## src/hw/rtl/tssc_pkg.sv

```systemverilog
// Shared types and constants of the timed stereo swap and crossfade block.
// Used by every module of the block; depends on nothing.
`default_nettype none

package tssc_pkg;

   // field and register widths
   localparam int SAMPLE_W   = 24;
   localparam int HALF_W     = 27;
   localparam int FADE_W     = 16;
   localparam int COUNT_W    = 28;
   localparam int WEIGHT_W   = 16;
   localparam int DIFF_W     = SAMPLE_W + 1;
   localparam int ACC_W      = SAMPLE_W + 2;
   localparam int BITCNT_W   = $clog2(WEIGHT_W);
   localparam int CSR_IDX_W  = 1;
   localparam int CSR_DATA_W = HALF_W;

   // register values after reset
   localparam logic [HALF_W-1:0] HALF_RESET = HALF_W'(2880000);
   localparam logic [FADE_W-1:0] FADE_RESET = FADE_W'(4800);

   // register indexes on the csr port
   typedef enum logic [CSR_IDX_W-1:0] {
      CSR_HALF_PERIOD = 1'b0,
      CSR_FADE        = 1'b1
   } tssc_csr_type;

   // sequencer states
   typedef enum logic [6:0] {
      ST_IDLE  = 7'b0000001,
      ST_TICK  = 7'b0000010,
      ST_PHASE = 7'b0000100,
      ST_CHECK = 7'b0001000,
      ST_DIV   = 7'b0010000,
      ST_MUL   = 7'b0100000,
      ST_DONE  = 7'b1000000
   } tssc_state_type;

   // control of one blend lane
   typedef struct packed {
      logic load;
      logic step;
      logic w_bit;
   } tssc_lane_ctl_type;

endpackage

`default_nettype wire

```

## src/hw/rtl/tssc_if.sv

```systemverilog
// Handshake channels of the timed stereo swap and crossfade block.
// Depends on tssc_pkg for the sample width.
`default_nettype none

interface tssc_req_if;
   logic                                valid;
   logic                                ready;
   logic signed [tssc_pkg::SAMPLE_W-1:0] left_in;
   logic signed [tssc_pkg::SAMPLE_W-1:0] right_in;

   modport source (output valid, output left_in, output right_in, input ready);
   modport sink   (input valid, input left_in, input right_in, output ready);
endinterface

interface tssc_rsp_if;
   logic                                valid;
   logic                                ready;
   logic signed [tssc_pkg::SAMPLE_W-1:0] left_out;
   logic signed [tssc_pkg::SAMPLE_W-1:0] right_out;

   modport source (output valid, output left_out, output right_out, input ready);
   modport sink   (input valid, input left_out, input right_out, output ready);
endinterface

`default_nettype wire

```

## src/hw/rtl/timed_stereo_swap_crossfade.sv

```systemverilog
// Top level of the timed stereo swap and crossfade block: tick counter, sequencer,
// serial divider and two serial blend lanes. Depends on tssc_pkg, tssc_if,
// tssc_divider and tssc_blend_lane.
//
//   channel | dir | words                         | handshake
//   --------+-----+-------------------------------+-------------------
//   req     | in  | left_in, right_in (s24)       | valid/ready
//   rsp     | out | left_out, right_out (s24)     | valid/ready
//   csr     | in  | csr_index, csr_wdata (27 bit) | csr_we, no stall
//
// A crossfading word passes from accept to result through the tick, phase and
// check states of counter and phase logic, the bit-serial divider, the
// shift-add blend lanes and then the load of the output register. A word
// outside the fade skips divider and lanes. One word is in work at a time;
// a new word is accepted while the output register still waits.
// Synchronous reset clears the counter and loads the register defaults.
`default_nettype none

module timed_stereo_swap_crossfade (
   input  wire logic                              clock,
   input  wire logic                              reset,
   tssc_req_if.sink                               req,
   tssc_rsp_if.source                             rsp,
   input  wire logic                              csr_we,
   input  wire logic [tssc_pkg::CSR_IDX_W-1:0]    csr_index,
   input  wire logic [tssc_pkg::CSR_DATA_W-1:0]   csr_wdata
);
   import tssc_pkg::*;

   tssc_state_type      state_ff, state_in;
   logic [HALF_W-1:0]   half_ff;
   logic [FADE_W-1:0]   fade_ff;
   logic [COUNT_W-1:0]  count_ff;
   logic [COUNT_W-1:0]  d_ff;
   logic                swapped_ff;
   logic [SAMPLE_W-1:0] left_ff, right_ff;
   logic [WEIGHT_W-1:0] w_ff;
   logic [BITCNT_W-1:0] bit_cnt_ff;
   logic                rsp_valid_ff;
   logic [SAMPLE_W-1:0] rsp_left_ff, rsp_right_ff;

   logic [COUNT_W:0]    tick;
   logic                wrap;
   logic                below;
   logic                fading;
   logic                take_in;
   logic                out_free;
   logic                div_start, div_done;
   logic [WEIGHT_W-1:0] div_quo;
   tssc_lane_ctl_type   lane_ctl;
   logic [SAMPLE_W-1:0] left_new, left_old, right_new, right_old;
   logic [SAMPLE_W-1:0] left_res, right_res;

   // counter and phase arithmetic
   assign tick   = {1'b0, count_ff} + 1'b1;
   assign wrap   = tick > {1'b0, half_ff, 1'b0};
   assign below  = count_ff < {1'b0, half_ff};
   assign fading = d_ff < {{(COUNT_W-FADE_W){1'b0}}, fade_ff};

   // handshakes
   assign take_in   = req.valid && (state_ff == ST_IDLE);
   assign out_free  = !rsp_valid_ff || rsp.ready;
   assign req.ready = (state_ff == ST_IDLE);

   // sequencer
   always_comb begin
      state_in = state_ff;
      case (state_ff)
         ST_IDLE:  if (req.valid) state_in = ST_TICK;
         ST_TICK:  state_in = ST_PHASE;
         ST_PHASE: state_in = ST_CHECK;
         ST_CHECK: state_in = fading ? ST_DIV : ST_DONE;
         ST_DIV:   if (div_done) state_in = ST_MUL;
         ST_MUL:   if (bit_cnt_ff == BITCNT_W'(WEIGHT_W - 1)) state_in = ST_DONE;
         ST_DONE:  if (out_free) state_in = ST_IDLE;
         default:  state_in = ST_IDLE;
      endcase
   end

   // control registers, counter and configuration
   always_ff @(posedge clock) begin
      if (reset) begin
         state_ff     <= ST_IDLE;
         count_ff     <= '0;
         half_ff      <= HALF_RESET;
         fade_ff      <= FADE_RESET;
         rsp_valid_ff <= 1'b0;
      end else begin
         state_ff <= state_in;
         if (state_ff == ST_TICK) begin
            count_ff <= wrap ? '0 : tick[COUNT_W-1:0];
         end
         if (csr_we) begin
            case (tssc_csr_type'(csr_index))
               CSR_HALF_PERIOD: half_ff <= csr_wdata[HALF_W-1:0];
               CSR_FADE:        fade_ff <= csr_wdata[FADE_W-1:0];
               default:         ;
            endcase
         end
         if (state_ff == ST_DONE && out_free) begin
            rsp_valid_ff <= 1'b1;
         end else if (rsp.ready) begin
            rsp_valid_ff <= 1'b0;
         end
      end
   end

   // word datapath: hold samples, phase, weight and output
   always_ff @(posedge clock) begin
      if (take_in) begin
         left_ff  <= req.left_in;
         right_ff <= req.right_in;
      end
      if (state_ff == ST_PHASE) begin
         swapped_ff <= !below;
         d_ff       <= below ? count_ff : count_ff - {1'b0, half_ff};
      end
      if (state_ff == ST_DIV && div_done) begin
         w_ff       <= div_quo;
         bit_cnt_ff <= '0;
      end else if (state_ff == ST_MUL) begin
         w_ff       <= {1'b0, w_ff[WEIGHT_W-1:1]};
         bit_cnt_ff <= bit_cnt_ff + 1'b1;
      end
      if (state_ff == ST_DONE && out_free) begin
         rsp_left_ff  <= left_res;
         rsp_right_ff <= right_res;
      end
   end

   // routing: outside the fade old equals new, so the lanes pass new through
   assign left_new  = swapped_ff ? right_ff : left_ff;
   assign right_new = swapped_ff ? left_ff : right_ff;
   assign left_old  = fading ? right_new : left_new;
   assign right_old = fading ? left_new : right_new;

   assign div_start      = (state_ff == ST_CHECK) && fading;
   assign lane_ctl.load  = (state_ff == ST_CHECK);
   assign lane_ctl.step  = (state_ff == ST_MUL);
   assign lane_ctl.w_bit = w_ff[0];

   tssc_divider u_divider (
      .clock    (clock),
      .reset    (reset),
      .start    (div_start),
      .dividend (d_ff[FADE_W-1:0]),
      .divisor  (fade_ff),
      .done     (div_done),
      .quotient (div_quo)
   );

   tssc_blend_lane u_lane_left (
      .clock   (clock),
      .ctl     (lane_ctl),
      .new_val (left_new),
      .old_val (left_old),
      .result  (left_res)
   );

   tssc_blend_lane u_lane_right (
      .clock   (clock),
      .ctl     (lane_ctl),
      .new_val (right_new),
      .old_val (right_old),
      .result  (right_res)
   );

   // output register
   assign rsp.valid     = rsp_valid_ff;
   assign rsp.left_out  = rsp_left_ff;
   assign rsp.right_out = rsp_right_ff;

endmodule

`default_nettype wire

```

## src/hw/rtl/tssc_divider.sv

```systemverilog
// Bit-serial restoring divider: weight = (dividend << 16) / divisor, one bit a cycle.
// Requires dividend < divisor. Depends on tssc_pkg.
`default_nettype none

module tssc_divider (
   input  wire logic                           clock,
   input  wire logic                           reset,
   input  wire logic                           start,
   input  wire logic [tssc_pkg::FADE_W-1:0]    dividend,
   input  wire logic [tssc_pkg::FADE_W-1:0]    divisor,
   output logic                                done,
   output logic [tssc_pkg::WEIGHT_W-1:0]       quotient
);
   import tssc_pkg::*;

   logic [FADE_W-1:0]   rem_ff, rem_in;
   logic [FADE_W-1:0]   div_ff;
   logic [WEIGHT_W-1:0] quo_ff, quo_in;
   logic [BITCNT_W-1:0] cnt_ff;
   logic                busy_ff;
   logic                done_ff;
   logic [FADE_W:0]     shifted;
   logic [FADE_W:0]     trial;
   logic                fits;

   // one restoring step: shift the remainder, try the subtract
   always_comb begin
      shifted = {rem_ff, 1'b0};
      trial   = shifted - {1'b0, div_ff};
      fits    = (shifted >= {1'b0, div_ff});
      rem_in  = fits ? trial[FADE_W-1:0] : shifted[FADE_W-1:0];
      quo_in  = {quo_ff[WEIGHT_W-2:0], fits};
   end

   // control: count the quotient bits, flag the last one
   always_ff @(posedge clock) begin
      if (reset) begin
         busy_ff <= 1'b0;
         done_ff <= 1'b0;
         cnt_ff  <= '0;
      end else begin
         done_ff <= busy_ff && !start && (cnt_ff == BITCNT_W'(WEIGHT_W - 1));
         if (start) begin
            busy_ff <= 1'b1;
            cnt_ff  <= '0;
         end else if (busy_ff) begin
            cnt_ff <= cnt_ff + 1'b1;
            if (cnt_ff == BITCNT_W'(WEIGHT_W - 1)) begin
               busy_ff <= 1'b0;
            end
         end
      end
   end

   // datapath: remainder and quotient shift registers
   always_ff @(posedge clock) begin
      if (start) begin
         rem_ff <= dividend;
         div_ff <= divisor;
         quo_ff <= '0;
      end else if (busy_ff) begin
         rem_ff <= rem_in;
         quo_ff <= quo_in;
      end
   end

   assign done     = done_ff;
   assign quotient = quo_ff;

endmodule

`default_nettype wire

```

## src/hw/rtl/tssc_blend_lane.sv

```systemverilog
// One crossfade lane: old + round((new - old) * w / 65536), w fed LSB first.
// Shift-add multiply, one weight bit a cycle. Depends on tssc_pkg.
`default_nettype none

module tssc_blend_lane (
   input  wire logic                                clock,
   input  wire tssc_pkg::tssc_lane_ctl_type         ctl,
   input  wire logic signed [tssc_pkg::SAMPLE_W-1:0] new_val,
   input  wire logic signed [tssc_pkg::SAMPLE_W-1:0] old_val,
   output logic signed [tssc_pkg::SAMPLE_W-1:0]      result
);
   import tssc_pkg::*;

   logic [DIFF_W-1:0]   diff_ff;
   logic [SAMPLE_W-1:0] base_ff;
   logic [ACC_W-1:0]    acc_hi_ff, acc_hi_in;
   logic [WEIGHT_W-1:0] acc_lo_ff, acc_lo_in;
   logic [ACC_W-1:0]    addend;
   logic [ACC_W-1:0]    sum;
   logic [ACC_W-1:0]    total;

   // add the difference for a set weight bit, then shift right one place
   always_comb begin
      addend    = ctl.w_bit ? {diff_ff[DIFF_W-1], diff_ff} : '0;
      sum       = acc_hi_ff + addend;
      acc_hi_in = {sum[ACC_W-1], sum[ACC_W-1:1]};
      acc_lo_in = {sum[0], acc_lo_ff[WEIGHT_W-1:1]};
   end

   // hold the operands, advance the product
   always_ff @(posedge clock) begin
      if (ctl.load) begin
         diff_ff   <= {new_val[SAMPLE_W-1], new_val} - {old_val[SAMPLE_W-1], old_val};
         base_ff   <= old_val;
         acc_hi_ff <= '0;
         acc_lo_ff <= '0;
      end else if (ctl.step) begin
         acc_hi_ff <= acc_hi_in;
         acc_lo_ff <= acc_lo_in;
      end
   end

   // round half up; a convex blend never leaves the sample range
   assign total  = {{(ACC_W-SAMPLE_W){base_ff[SAMPLE_W-1]}}, base_ff} + acc_hi_ff
                   + {{(ACC_W-1){1'b0}}, acc_lo_ff[WEIGHT_W-1]};
   assign result = total[SAMPLE_W-1:0];

endmodule

`default_nettype wire
```

## src/flat_wrapper.sv

```systemverilog
// flat-port wrapper written by rule: the top's interface ports become plain ports
module timed_stereo_swap_crossfade_flat import tssc_pkg::*;
  (clock, reset, csr_we, csr_index, csr_wdata, req_valid, req_left_in, req_right_in, req_ready, rsp_valid, rsp_left_out, rsp_right_out, rsp_ready);
  tssc_req_if req_i ();
  tssc_rsp_if rsp_i ();
  input  wire logic clock;
  input  wire logic reset;
  input  wire logic csr_we;
  input  wire logic [tssc_pkg::CSR_IDX_W-1:0] csr_index;
  input  wire logic [tssc_pkg::CSR_DATA_W-1:0] csr_wdata;
  input wire logic [$bits(req_i.valid)-1:0] req_valid;
  input wire logic [$bits(req_i.left_in)-1:0] req_left_in;
  input wire logic [$bits(req_i.right_in)-1:0] req_right_in;
  output wire logic [$bits(req_i.ready)-1:0] req_ready;
  output wire logic [$bits(rsp_i.valid)-1:0] rsp_valid;
  output wire logic [$bits(rsp_i.left_out)-1:0] rsp_left_out;
  output wire logic [$bits(rsp_i.right_out)-1:0] rsp_right_out;
  input wire logic [$bits(rsp_i.ready)-1:0] rsp_ready;
  assign req_i.valid = req_valid;
  assign req_i.left_in = req_left_in;
  assign req_i.right_in = req_right_in;
  assign req_ready = req_i.ready;
  assign rsp_valid = rsp_i.valid;
  assign rsp_left_out = rsp_i.left_out;
  assign rsp_right_out = rsp_i.right_out;
  assign rsp_i.ready = rsp_ready;
  timed_stereo_swap_crossfade u_core (.clock(clock), .reset(reset), .req(req_i), .rsp(rsp_i), .csr_we(csr_we), .csr_index(csr_index), .csr_wdata(csr_wdata));
endmodule
```

## config.mk

```make
export PLATFORM = sky130hd
export DESIGN_NAME = timed_stereo_swap_crossfade_flat
export DESIGN_NICKNAME = d
export VERILOG_FILES = /design/src/hw/rtl/tssc_pkg.sv /design/src/hw/rtl/tssc_if.sv /design/src/hw/rtl/timed_stereo_swap_crossfade.sv /design/src/hw/rtl/tssc_divider.sv /design/src/hw/rtl/tssc_blend_lane.sv /design/src/flat_wrapper.sv
export SDC_FILE = /design/constraint.sdc
export NUM_CORES = 1
export LEC_CHECK = 0
export BUFFER_PORTS_ARGS = -buffer_cell sky130_fd_sc_hd__buf_4
export CELL_PAD_IN_SITES_DETAIL_PLACEMENT = 1
export CELL_PAD_IN_SITES_GLOBAL_PLACEMENT = 1
export CORE_UTILIZATION = 23
export CTS_CLUSTER_SIZE = 40
export DETAILED_ROUTE_END_ITERATION = 7
export PLACE_DENSITY_LB_ADDON = 0.05
export SYNTH_ARGS = -nofsm -noshare
export SYNTH_HDL_FRONTEND = slang
export SYNTH_SLANG_ARGS = --single-unit
```

## constraint.sdc

```tcl
create_clock -name clock -period 6.2 [get_ports clock]
set_input_delay 0.93 -clock clock [delete_from_list [all_inputs] [get_ports clock]]
set_output_delay 0.93 -clock clock [all_outputs]
set_load 0.05 [all_outputs]
```

==> flow_summary_export.csv, run 1 <==
group,metric,value,unit
global_route,track_usage,14.6,%
power,pwr-share-seq,41.7,%
finish,final_layout_size_suffix_gt1_share,10.7,%
finish,layout_common_cells,"nand2_1, edfxtp_1, nor2_1",
sta,rsz0062_at_grt,"no",
detailed_routing,drt-total-wl,85.8,mm
floorplanning,start_util,23.2,%
detailed_routing,viasPerCell,4.58,
global_route,grt_busiest_layer,"met2",
yosys,syn-num-nets,3193,
clock_network,cts_root_buf,"clkbuf_16",
status,status,"complete, but fails checks",
place,gp_congestion,0.816,
yosys,ys_seq_elements,428,
detailed_routing,drcViolationCount,14,
power,pwr-share-clk,44.1,%
power,p_sw,2.11,mW
power,combinationalPowerShare,14.2,%
run,maxCapViolations,0,
setup_path,required,6.60,ns
place,place.port_buffers,130,
floorplanning,fp.dieH,342,um
floorplanning,fp.dieW,342,um
finish,nets,3320,
clock_network,cts.htree.levels,2,
floorplanning,core-area,0.115,sq mm
global_route,grt_remaining_overflow,0,
worst_hold_path,hp-class,"register to register",
clock_network,numCtsBuffers,57,
yosys,syn_avg_cell_area,9.23,sq um
sta,max_slew.worst_pin.slew,1.04,ns
yosys,synth-main-ff-cell,"edfxtp_1",
clock_network,clock_sinks,428,
global_route,grt_max_degree,70,
power,switching_share,27.5,%
yosys,syn-instance-count,2888,
global_route,grt_first_pass_wirelength,132,mm
sta,fmax,0.180,GHz
yosys,netlist_area,0.0267,sq mm
yosys,synth_cell_types,83,
status,violations,"design-rule violations",
finish,layout_commonest_cell,"nand2_1",
global_route,use_met2,24.4,%
clock_network,ctsResizeCount,0,
clock_network,clk_latency,0.65,ns
floorplanning,io_pins,131,
sta,finalHoldViolCount,0,
sta,slew_headroom,30.4,%
finish,fin_area,0.0314,sq mm
setup_path,crit_arrival,5.96,ns
sta,fin_crit,5.56,ns
detailed_routing,antenna_left,0,
global_route,globalRouteMet1Util,19.2,%
setup_path,criticalPathCategory,"register to register",
global_route,antenna_found_initial,5,
sta,period_share,89.7,%
finish,area_growth,17.8,%
sta,setup_viol,0,
clock_network,cts_hold_buf,0,
yosys,yosysSeqAreaShare,42.3,%
sta,setup_tns,0,ns
setup_path,end_kind,"register",
detailed_routing,first_iter_violations,749,
finish,final_core_util,27.4,%
clock_network,path_clk_slew,0.06,ns
setup_path,cp-start-kind,"register",
power,ir_drop,0.199,mV
power,p_int,5.58,mW
yosys,yosysWarnings,0,
power,power_density,245,mW/mm^2
yosys,synth_edf_count,271,
yosys,async_flop_share,0,%
floorplanning,rows,124,
clock_network,cts_buffer_depth,3,
global_route,grt_pass1_vias,22393,
detailed_routing,post_drt_wl_per_cell,18.7,um
sta,finalMaxSlewViolations,0,
detailed_routing,vias,20961,
power,power.total,7.69,mW
place,placed_cell_area,0.0294,sq mm
floorplanning,die_area,0.117,sq mm
detailed_routing,first_pass_iters,8,
clock_network,cts_tree,"done",
setup_path,worst-path-max-fanout,12,
sta,finalClockSkew,0.0215,ns
global_route,gr-usage-met3,2.03,%
power,leakagePower,12.6,nW
place,hpwl,66.5,mm
[critical path, cell delays in order (launching register included)]
cell       delay [ns]
edfxtp_1         0.36
or4_4            0.55
a2111oi_4        0.34
nand4_2          0.24
a211o_2          0.47
o21ai_0          0.31
ha_1             0.28
nor2b_1          0.14
o21a_1           0.18
o21ai_0          0.33
a211oi_1         0.21
a2111oi_0        0.61
o31ai_2          0.19
a221oi_2         0.38
o41a_1           0.32
o21ai_1          0.11
a21oi_1          0.19
xnor2_1          0.10
[final timing paths]
kind | startpoint | slack [ns] | depth (start not counted) | endpoint
max | u_core.d_ff[23] | 0.64 | 17 | u_core.u_lane_right.diff_ff[21]
min | u_core.half_ff[8] | 0.45 | 2 | u_core.half_ff[8]
max reg2reg | u_core.d_ff[23] | 0.64 | 17 | u_core.u_lane_right.diff_ff[21]
min reg2reg | u_core.half_ff[8] | 0.45 | 2 | u_core.half_ff[8]
[power by group through the flow]
stage | sequential, mW | combinational (mW) | clock [mW]
after detailed placement | 3.27 | 1.11 | 0
after floorplan | 3.24 | 0.736 | 0
after global placement | 3.27 | 1.09 | 0
after CTS | 3.21 | 1.12 | 3.56
final | 3.21 | 1.10 | 3.39
after global routing | 3.22 | 1.23 | 3.64
[sequential cells by signal (all words and copies together) (netlist names), 24 cells and up]
register	flops
u_core.u_lane_left.diff_ff	25
u_core.rsp.left_out	24
u_core.u_lane_right.diff_ff	25
u_core.count_ff	28
u_core.rsp.right_out	24
u_core.half_ff	27
u_core.u_lane_right.base_ff	24
u_core.u_lane_left.base_ff	24
u_core.d_ff	28
u_core.u_lane_right.acc_hi_ff	25
u_core.left_ff	24
u_core.right_ff	24
u_core.u_lane_left.acc_hi_ff	25
[per-stage QoR]
stage / cells / worst slack [ns] / hold slack (ns)
final: 4580 / 0.638 / 0.454
after global routing: 4578 / 0.174 / 0.400
after CTS: 4572 / 0.174 / 0.388
after detailed placement: 4465 / 0.217 / 0.445
after global placement: 4465 / 0.430 / 0.445
after floorplan: 2888 / 0.784 / 0.430
[final cells by class]
| cell class | count | area (sq um) |
|---|---|---|
| inverters | 190 | 716 |
| repair buffers | 168 | 1290 |
| fillers | 13136 | 83300 |
| multi-input cells | 2170 | 14300 |
| clock inverters | 21 | 193 |
| well taps | 1512 | 1890 |
| clock buffers | 86 | 1710 |
| flip-flops and latches | 428 | 11300 |
| diodes | 5 | 12.5 |
[routing by layer]
layer / up-vias / wire length (um)
met3: 107 / 2300
met1: 10092 / 41400
met5: - / 0
li1: 10526 / -
met4: 0 / 2340
met2: 236 / 39800
[cell families after synthesis]
family,after synthesis,share of synthesized area [%]
fa+ha+maj,238,11.3
xor+xnor,178,5.85
simple gates,986,17.2
buf+inv,290,4.10
mux,79,3.12
flops,428,42.3
compound gates,689,16.1
[timing repair]
| action | CTS | global route |
|---|---|---|
| buffers inserted | 0 | 3 |
| endpoints found under the hold margin | 0 | 0 |
| setup endpoints to repair | 0 | 4 |
[Yosys cell counts, drive strengths merged, types with 10 or more instances]
master	number	area (sq um)
nand2	347	1300
edfxtp	271	8140
nor2	265	995
a21oi	253	1270
ha	214	2680
inv	188	706
dfxtp	157	3140
o21ai	152	761
xnor2	127	1110
clkbuf	85	319
nand3	70	350
a21o	68	510
and2	56	350
xor2	51	447
mux2i	46	460
nor2b	44	275
nor3	41	205
nand2b	37	231
mux2	33	372
o21a	29	218
nand4	24	156
or3	22	138
a211oi	21	175
o31ai	18	140
a31oi	17	106
or2	17	106
and3	15	93.8
buf	15	60.1
o21bai	15	113
a21boi	14	105
maj3	14	140
nand3b	13	97.6
o211ai	13	97.6
a211o	12	105
fa	10	200
nor4	10	68.8
Note: power is estimated with default switching activity, not from simulation.
==> run 2: changes to the inputs <==
--- a/config.mk
+++ b/config.mk
@@ -11,7 +11,7 @@
 export CORE_UTILIZATION = 23
 export CTS_CLUSTER_SIZE = 40
 export DETAILED_ROUTE_END_ITERATION = 7
-export PLACE_DENSITY_LB_ADDON = 0.05
+export PLACE_DENSITY_LB_ADDON = 0.08
 export SYNTH_ARGS = -nofsm -noshare
 export SYNTH_HDL_FRONTEND = slang
 export SYNTH_SLANG_ARGS = --single-unit
==> run 2 against run 1 <==
- the run still ends with design-rule violations left
- fmax grew 2.0%
- first-iteration DRC count grew 13%
- setup slack better by 0.11 ns
- highest routed layer unchanged
- die area unchanged
- largest cell class unchanged
- sequential power barely moved
==> flow_summary_export.csv, run 2 (same netlist as run 1, synthesis figures left out) <==
group,metric,value,unit
finish,nets,3310,
global_route,grt_max_degree,133,
floorplanning,fp.dieH,342,um
floorplanning,start_util,23.2,%
global_route,grt_busiest_layer,"met2",
sta,finalMaxSlewViolations,0,
setup_path,criticalPathCategory,"register to register",
detailed_routing,drt-total-wl,84.6,mm
floorplanning,rows,124,
setup_path,cp-start-kind,"register",
sta,fmax,0.183,GHz
setup_path,crit_arrival,5.86,ns
detailed_routing,vias,20801,
clock_network,cts_hold_buf,0,
setup_path,startpoint,"u_core.d_ff[2]",
power,ir_drop,0.227,mV
place,place.port_buffers,130,
detailed_routing,drcViolationCount,16,
detailed_routing,viasPerCell,4.56,
clock_network,cts_buffer_depth,3,
setup_path,r2r_cells,18,
finish,layout_common_cells,"nand2_1, edfxtp_1, nor2_1",
floorplanning,core-area,0.115,sq mm
global_route,grt_remaining_overflow,0,
detailed_routing,antenna_left,0,
sta,finalHoldViolCount,0,
power,power_density,246,mW/mm^2
place,gp_congestion,0.817,
sta,setup_tns,0,ns
global_route,grt_pass1_vias,22128,
finish,layout_commonest_cell,"nand2_1",
status,violations,"design-rule violations",
clock_network,clk_latency,0.66,ns
finish,reg_top3,"u_core.count_ff: 28 flops, u_core.d_ff: 28 flops, u_core.half_ff: 27 flops",
global_route,globalRouteMet1Util,19.7,%
worst_hold_path,holdCritStartpoint,"u_core.fade_ff[1]",
setup_path,rrSetupSlack,0.75,ns
run,maxCapViolations,0,
sta,fin_crit,5.45,ns
setup_path,required,6.60,ns
setup_path,worst-path-max-fanout,12,
floorplanning,die_area,0.117,sq mm
clock_network,ctsResizeCount,0,
finish,fillCellCount,13022,
clock_network,clock_sinks,428,
finish,final_core_util,27.3,%
clock_network,cts.htree.levels,2,
detailed_routing,first_iter_violations,849,
finish,final_layout_size_suffix_gt1_share,10.5,%
detailed_routing,post_drt_wl_per_cell,18.5,um
floorplanning,io_pins,131,
setup_path,end_kind,"register",
setup_path,endpoint,"u_core.u_lane_right.diff_ff[21]",
global_route,antenna_found_initial,2,
floorplanning,fp.dieW,342,um
sta,setup_viol,0,
worst_hold_path,hp-class,"register to register",
clock_network,numCtsBuffers,56,
sta,period_share,88.0,%
clock_network,path_clk_slew,0.06,ns
clock_network,cts_tree,"done",
clock_network,post_cts_buffers,0,
global_route,grt_first_pass_wirelength,131,mm
finish,area_growth,17.4,%
global_route,use_met2,23.5,%
sta,slew_headroom,28.6,%
sta,rsz0062_at_grt,"no",
global_route,gr-usage-met3,1.84,%
clock_network,cts_root_buf,"clkbuf_16",
detailed_routing,first_pass_iters,8,
setup_path,r2r_start,"u_core.d_ff[2]",
setup_path,r2r_end,"u_core.u_lane_right.diff_ff[21]",
global_route,track_usage,14.4,%
sta,max_slew.worst_pin.slew,1.07,ns
sta,finalClockSkew,0.0418,ns
power,leakagePower,12.6,nW
place,hpwl,65.6,mm
status,status,"complete, but fails checks",
run 2: cell types whose count changed in the layout (fill, tap and decap cells not counted), sizes merged:
cell / before / now
bufinv: 3 / 6
inv: 188 / 192
buf: 168 / 159
clkinv: 20 / 18
diode: 5 / 1
clkbuf: 86 / 78
clkinvlp: 0 / 2
run 2: cell type report:
type                    count  area [sq um]  share of cell area, %
multi-input cells        2170         14300                   45.7
flip-flops and latches    428         11300                   36.0
well taps                1512          1890                   6.04
clock buffers              78          1590                   5.07
repair buffers            159          1210                   3.85
inverters                 190           716                   2.29
clock inverters            28           312                  0.995
diodes                      1          2.50                0.00799
run 2: power breakdown:
part | switching [mW] | internal, mW | leakage (nW) | total (mW)
sequential | 0.0657 | 3.15 | 3.75 | 3.21
clock | 1.37 | 2.04 | 0.933 | 3.41
combinational | 0.678 | 0.411 | 7.87 | 1.09
total | 2.12 | 5.59 | 12.6 | 7.71
run 2: how the worst min path moves through the flow:
stage	end	slack [ns]	cells past startpoint
detailed placement	u_core.u_divider.div_ff[1]	0.44	0
CTS	u_core.right_ff[5]	0.41	1
global placement	u_core.u_divider.div_ff[5]	0.44	0
finish	u_core.u_divider.div_ff[1]	0.45	0
floorplan	u_core.u_divider.div_ff[10]	0.43	0
global route	u_core.left_ff[0]	0.43	1
run 2: worst max-delay path, stage by stage (launching register included):
cell and delay [ns]:
edfxtp_1 0.39, ha_1 0.32, a21o_1 0.12, a31oi_1 0.04
o21ai_0 0.66, a211o_2 0.43, nor2_1 0.08, or2_2 0.32
ha_1 0.23, or3_1 0.43, o21ai_0 0.31, a211oi_1 0.17
a2111oi_0 0.53, o31ai_2 0.16, a221oi_2 0.35, o41a_1 0.30
o21ai_1 0.10, a21oi_1 0.18, xnor2_1 0.08
run 2: layer usage:
metal	vias to the layer above	part of all wire, %	wire (um)
met5	-	0	0
met4	0	2.7	2250
met3	114	2.8	2390
met2	242	45	38100
met1	9957	49	41800
li1	10488	-	-
run 2: per-stage QoR:
stage          std cells  instance area, sq um  total power [mW]  setup WS (ns)  hold WS (ns)
2_1_floorplan       2888                 26700              3.98          0.784         0.430
3_3_place_gp        4459                 29400              4.36          0.837         0.443
3_5_place_dp        4459                 29400              4.38          0.650         0.443
4_1_cts             4565                 31300              7.88          0.659         0.413
5_1_grt             4565                 31300              8.09          0.101         0.433
6_report            4566                 31300              7.71          0.747         0.455
==> run 3: changes to the inputs <==
--- a/config.mk
+++ b/config.mk
@@ -8,7 +8,7 @@
 export BUFFER_PORTS_ARGS = -buffer_cell sky130_fd_sc_hd__buf_4
 export CELL_PAD_IN_SITES_DETAIL_PLACEMENT = 1
 export CELL_PAD_IN_SITES_GLOBAL_PLACEMENT = 1
-export CORE_UTILIZATION = 23
+export CORE_UTILIZATION = 45
 export CTS_CLUSTER_SIZE = 40
 export DETAILED_ROUTE_END_ITERATION = 7
 export PLACE_DENSITY_LB_ADDON = 0.08
==> run 3 against run 2 <==
- the run now ends clean
- register-to-register slack got worse by 0.24 ns
- die area decreased by 49%
- first-iteration DRC count up 42%
- clock skew down 0.019 ns
- critical path type unchanged
==> flow_summary_export.csv, run 3 (same netlist as run 1, synthesis figures left out) <==
group,metric,value,unit
sta,period_share,91.9,%
setup_path,r2r_end,"u_core.u_lane_left.diff_ff[23]",
setup_path,end_kind,"register",
clock_network,clk_latency,0.60,ns
sta,finalMaxSlewViolations,0,
setup_path,worst-path-max-fanout,13,
floorplanning,fp.dieH,245,um
worst_hold_path,holdCritStartpoint,"u_core.u_lane_left.acc_lo_ff[15]",
run,maxCapViolations,0,
setup_path,cp-start-kind,"register",
floorplanning,die_area,0.0602,sq mm
power,power_density,242,mW/mm^2
clock_network,clock_sinks,428,
clock_network,cts_hold_buf,0,
global_route,grt_first_pass_wirelength,120,mm
power,p_int,5.35,mW
floorplanning,start_util,45.8,%
detailed_routing,vias,21325,
clock_network,ctsResizeCount,0,
floorplanning,core-area,0.0581,sq mm
global_route,grt_max_degree,67,
power,leakagePower,12.4,nW
setup_path,crit_arrival,6.06,ns
setup_path,criticalPathCategory,"register to register",
detailed_routing,first_pass_iters,5,
global_route,track_usage,25.2,%
sta,finalClockSkew,0.0229,ns
clock_network,cts_root_buf,"clkbuf_16",
place,placed_cell_area,0.0284,sq mm
sta,fin_crit,5.70,ns
sta,rsz0062_at_grt,"no",
floorplanning,io_pins,131,
finish,area_growth,12.7,%
detailed_routing,post_drt_wl_per_cell,19.9,um
finish,final_layout_size_suffix_gt1_share,9.77,%
worst_hold_path,hp-class,"register to register",
clock_network,cts_tree,"done",
status,status,"completed",
power,combinationalPowerShare,14.9,%
clock_network,numCtsBuffers,49,
sta,whs,0.454,ns
finish,fin_area,0.0301,sq mm
detailed_routing,viasPerCell,5.62,
place,hpwl,58.6,mm
sta,slew_headroom,19.0,%
detailed_routing,drcViolationCount,0,
detailed_routing,first_iter_violations,1207,
detailed_routing,antenna_left,0,
finish,layout_common_cells,"nand2_1, edfxtp_1, nor2_1",
power,p_sw,1.94,mW
sta,fmax,0.175,GHz
global_route,grt_remaining_overflow,0,
detailed_routing,drt-total-wl,75.7,mm
power,pwr-share-clk,41.0,%
clock_network,cts.htree.levels,2,
sta,max_slew.worst_pin.slew,1.21,ns
floorplanning,fp.dieW,245,um
clock_network,path_clk_slew,0.06,ns
place,place.port_buffers,130,
finish,reg_top3,"u_core.count_ff: 28 flops, u_core.d_ff: 28 flops, u_core.half_ff: 27 flops",
power,ir_drop,0.240,mV
finish,layout_commonest_cell,"nand2_1",
sta,finalHoldViolCount,0,
finish,nets,3295,
setup_path,r2r_cells,17,
setup_path,rrSetupSlack,0.50,ns
power,pwr-share-seq,44.1,%
clock_network,cts_buffer_depth,3,
floorplanning,rows,88,
power,switching_share,26.6,%
sta,setup_viol,0,
global_route,grt_pass1_vias,21680,
sta,setup_tns,0,ns
setup_path,r2r_start,"u_core.d_ff[2]",
setup_path,required,6.56,ns
place,gp_congestion,0.893,
worst_hold_path,min_path_cells,2,
worst_hold_path,whs_endpoint,"u_core.u_lane_left.acc_lo_ff[15]",
global_route,antenna_found_initial,3,
clock_network,post_cts_buffers,0,
==> run 3: changes by cell type in the layout (fill, tap and decap cells not counted), moves of 2 or more <==
cell | before | now
inv_6 | 2 | 0
clkinv_2 | 11 | 6
clkbuf_1 | 15 | 11
clkbuf_16 | 59 | 50
clkinv_1 | 6 | 11
clkbuf_8 | 4 | 6
inv_4 | 3 | 1
buf_4 | 158 | 151
==> run 3: critical path: stages, from the launching register on <==
cell       delay, ns
edfxtp_1        0.42
ha_1            0.34
a21o_1          0.19
a31oi_1         0.14
o21ai_0         0.33
a211oi_4        0.72
o21ai_0         0.36
ha_1            0.39
nor2b_1         0.13
o21ai_0         0.11
a21boi_0        0.36
o211ai_1        0.17
a21oi_1         0.32
a2bb2oi_1       0.19
or3b_2          0.51
a31oi_1         0.28
o31ai_1         0.15
o311ai_0        0.36
==> run 3: final cells by class <==
class / count / area (sq um)
multi-input combinational: 2170 / 14300
inverter: 190 / 716
timing repair buffer: 151 / 1130
clock inverter: 24 / 277
sequential: 428 / 11300
tap: 765 / 957
clock buffer: 67 / 1380
fill: 6648 / 28100
antenna: 2 / 5.00
==> run 3: how the worst max path moves through the flow <==
stage,startpoint,end,slack (ns),cells after the start
after floorplan,u_core.d_ff[23],u_core.u_lane_right.diff_ff[23],0.78,19
after global placement,u_core.d_ff[4],u_core.u_lane_left.diff_ff[23],0.80,17
after detailed placement,u_core.d_ff[2],u_core.u_lane_left.diff_ff[23],0.54,17
after CTS,u_core.d_ff[2],u_core.u_lane_left.diff_ff[23],0.50,17
after global routing,u_core.d_ff[4],u_core.u_lane_left.diff_ff[23],0.15,17
final,u_core.d_ff[2],u_core.u_lane_left.diff_ff[23],0.50,17
==> run 3: metal layers <==
layer	vias to the layer above	wire length (um)	part of all wire, %	global-route usage [%]
li1	10457	-	-	-
met1	10375	39000	51	38.6
met2	413	32000	42	38.0
met3	80	3600	4.8	2.94
met4	0	1110	1.5	4.91
met5	-	0	0	0
==> run 3: power by group through the flow <==
stage                     Sequential (mW)  Combinational (mW)  Clock, mW
after detailed placement             3.27                1.07          0
final                                3.21                1.08       2.99
after floorplan                      3.24               0.736          0
after global placement               3.27                1.03          0
after global routing                 3.22                1.19       3.16
after CTS                            3.21                1.08       3.06
==> run 3: stage by stage <==
step	std cells	setup slack, ns	utilization, %	power, mW
6_report	3797	0.502	51.7	7.29
5_1_grt	3795	0.147	51.7	7.58
4_1_cts	3795	0.504	51.7	7.35
3_5_place_dp	3704	0.537	48.8	4.34
3_3_place_gp	3704	0.803	48.8	4.30
2_1_floorplan	2888	0.784	-	3.98
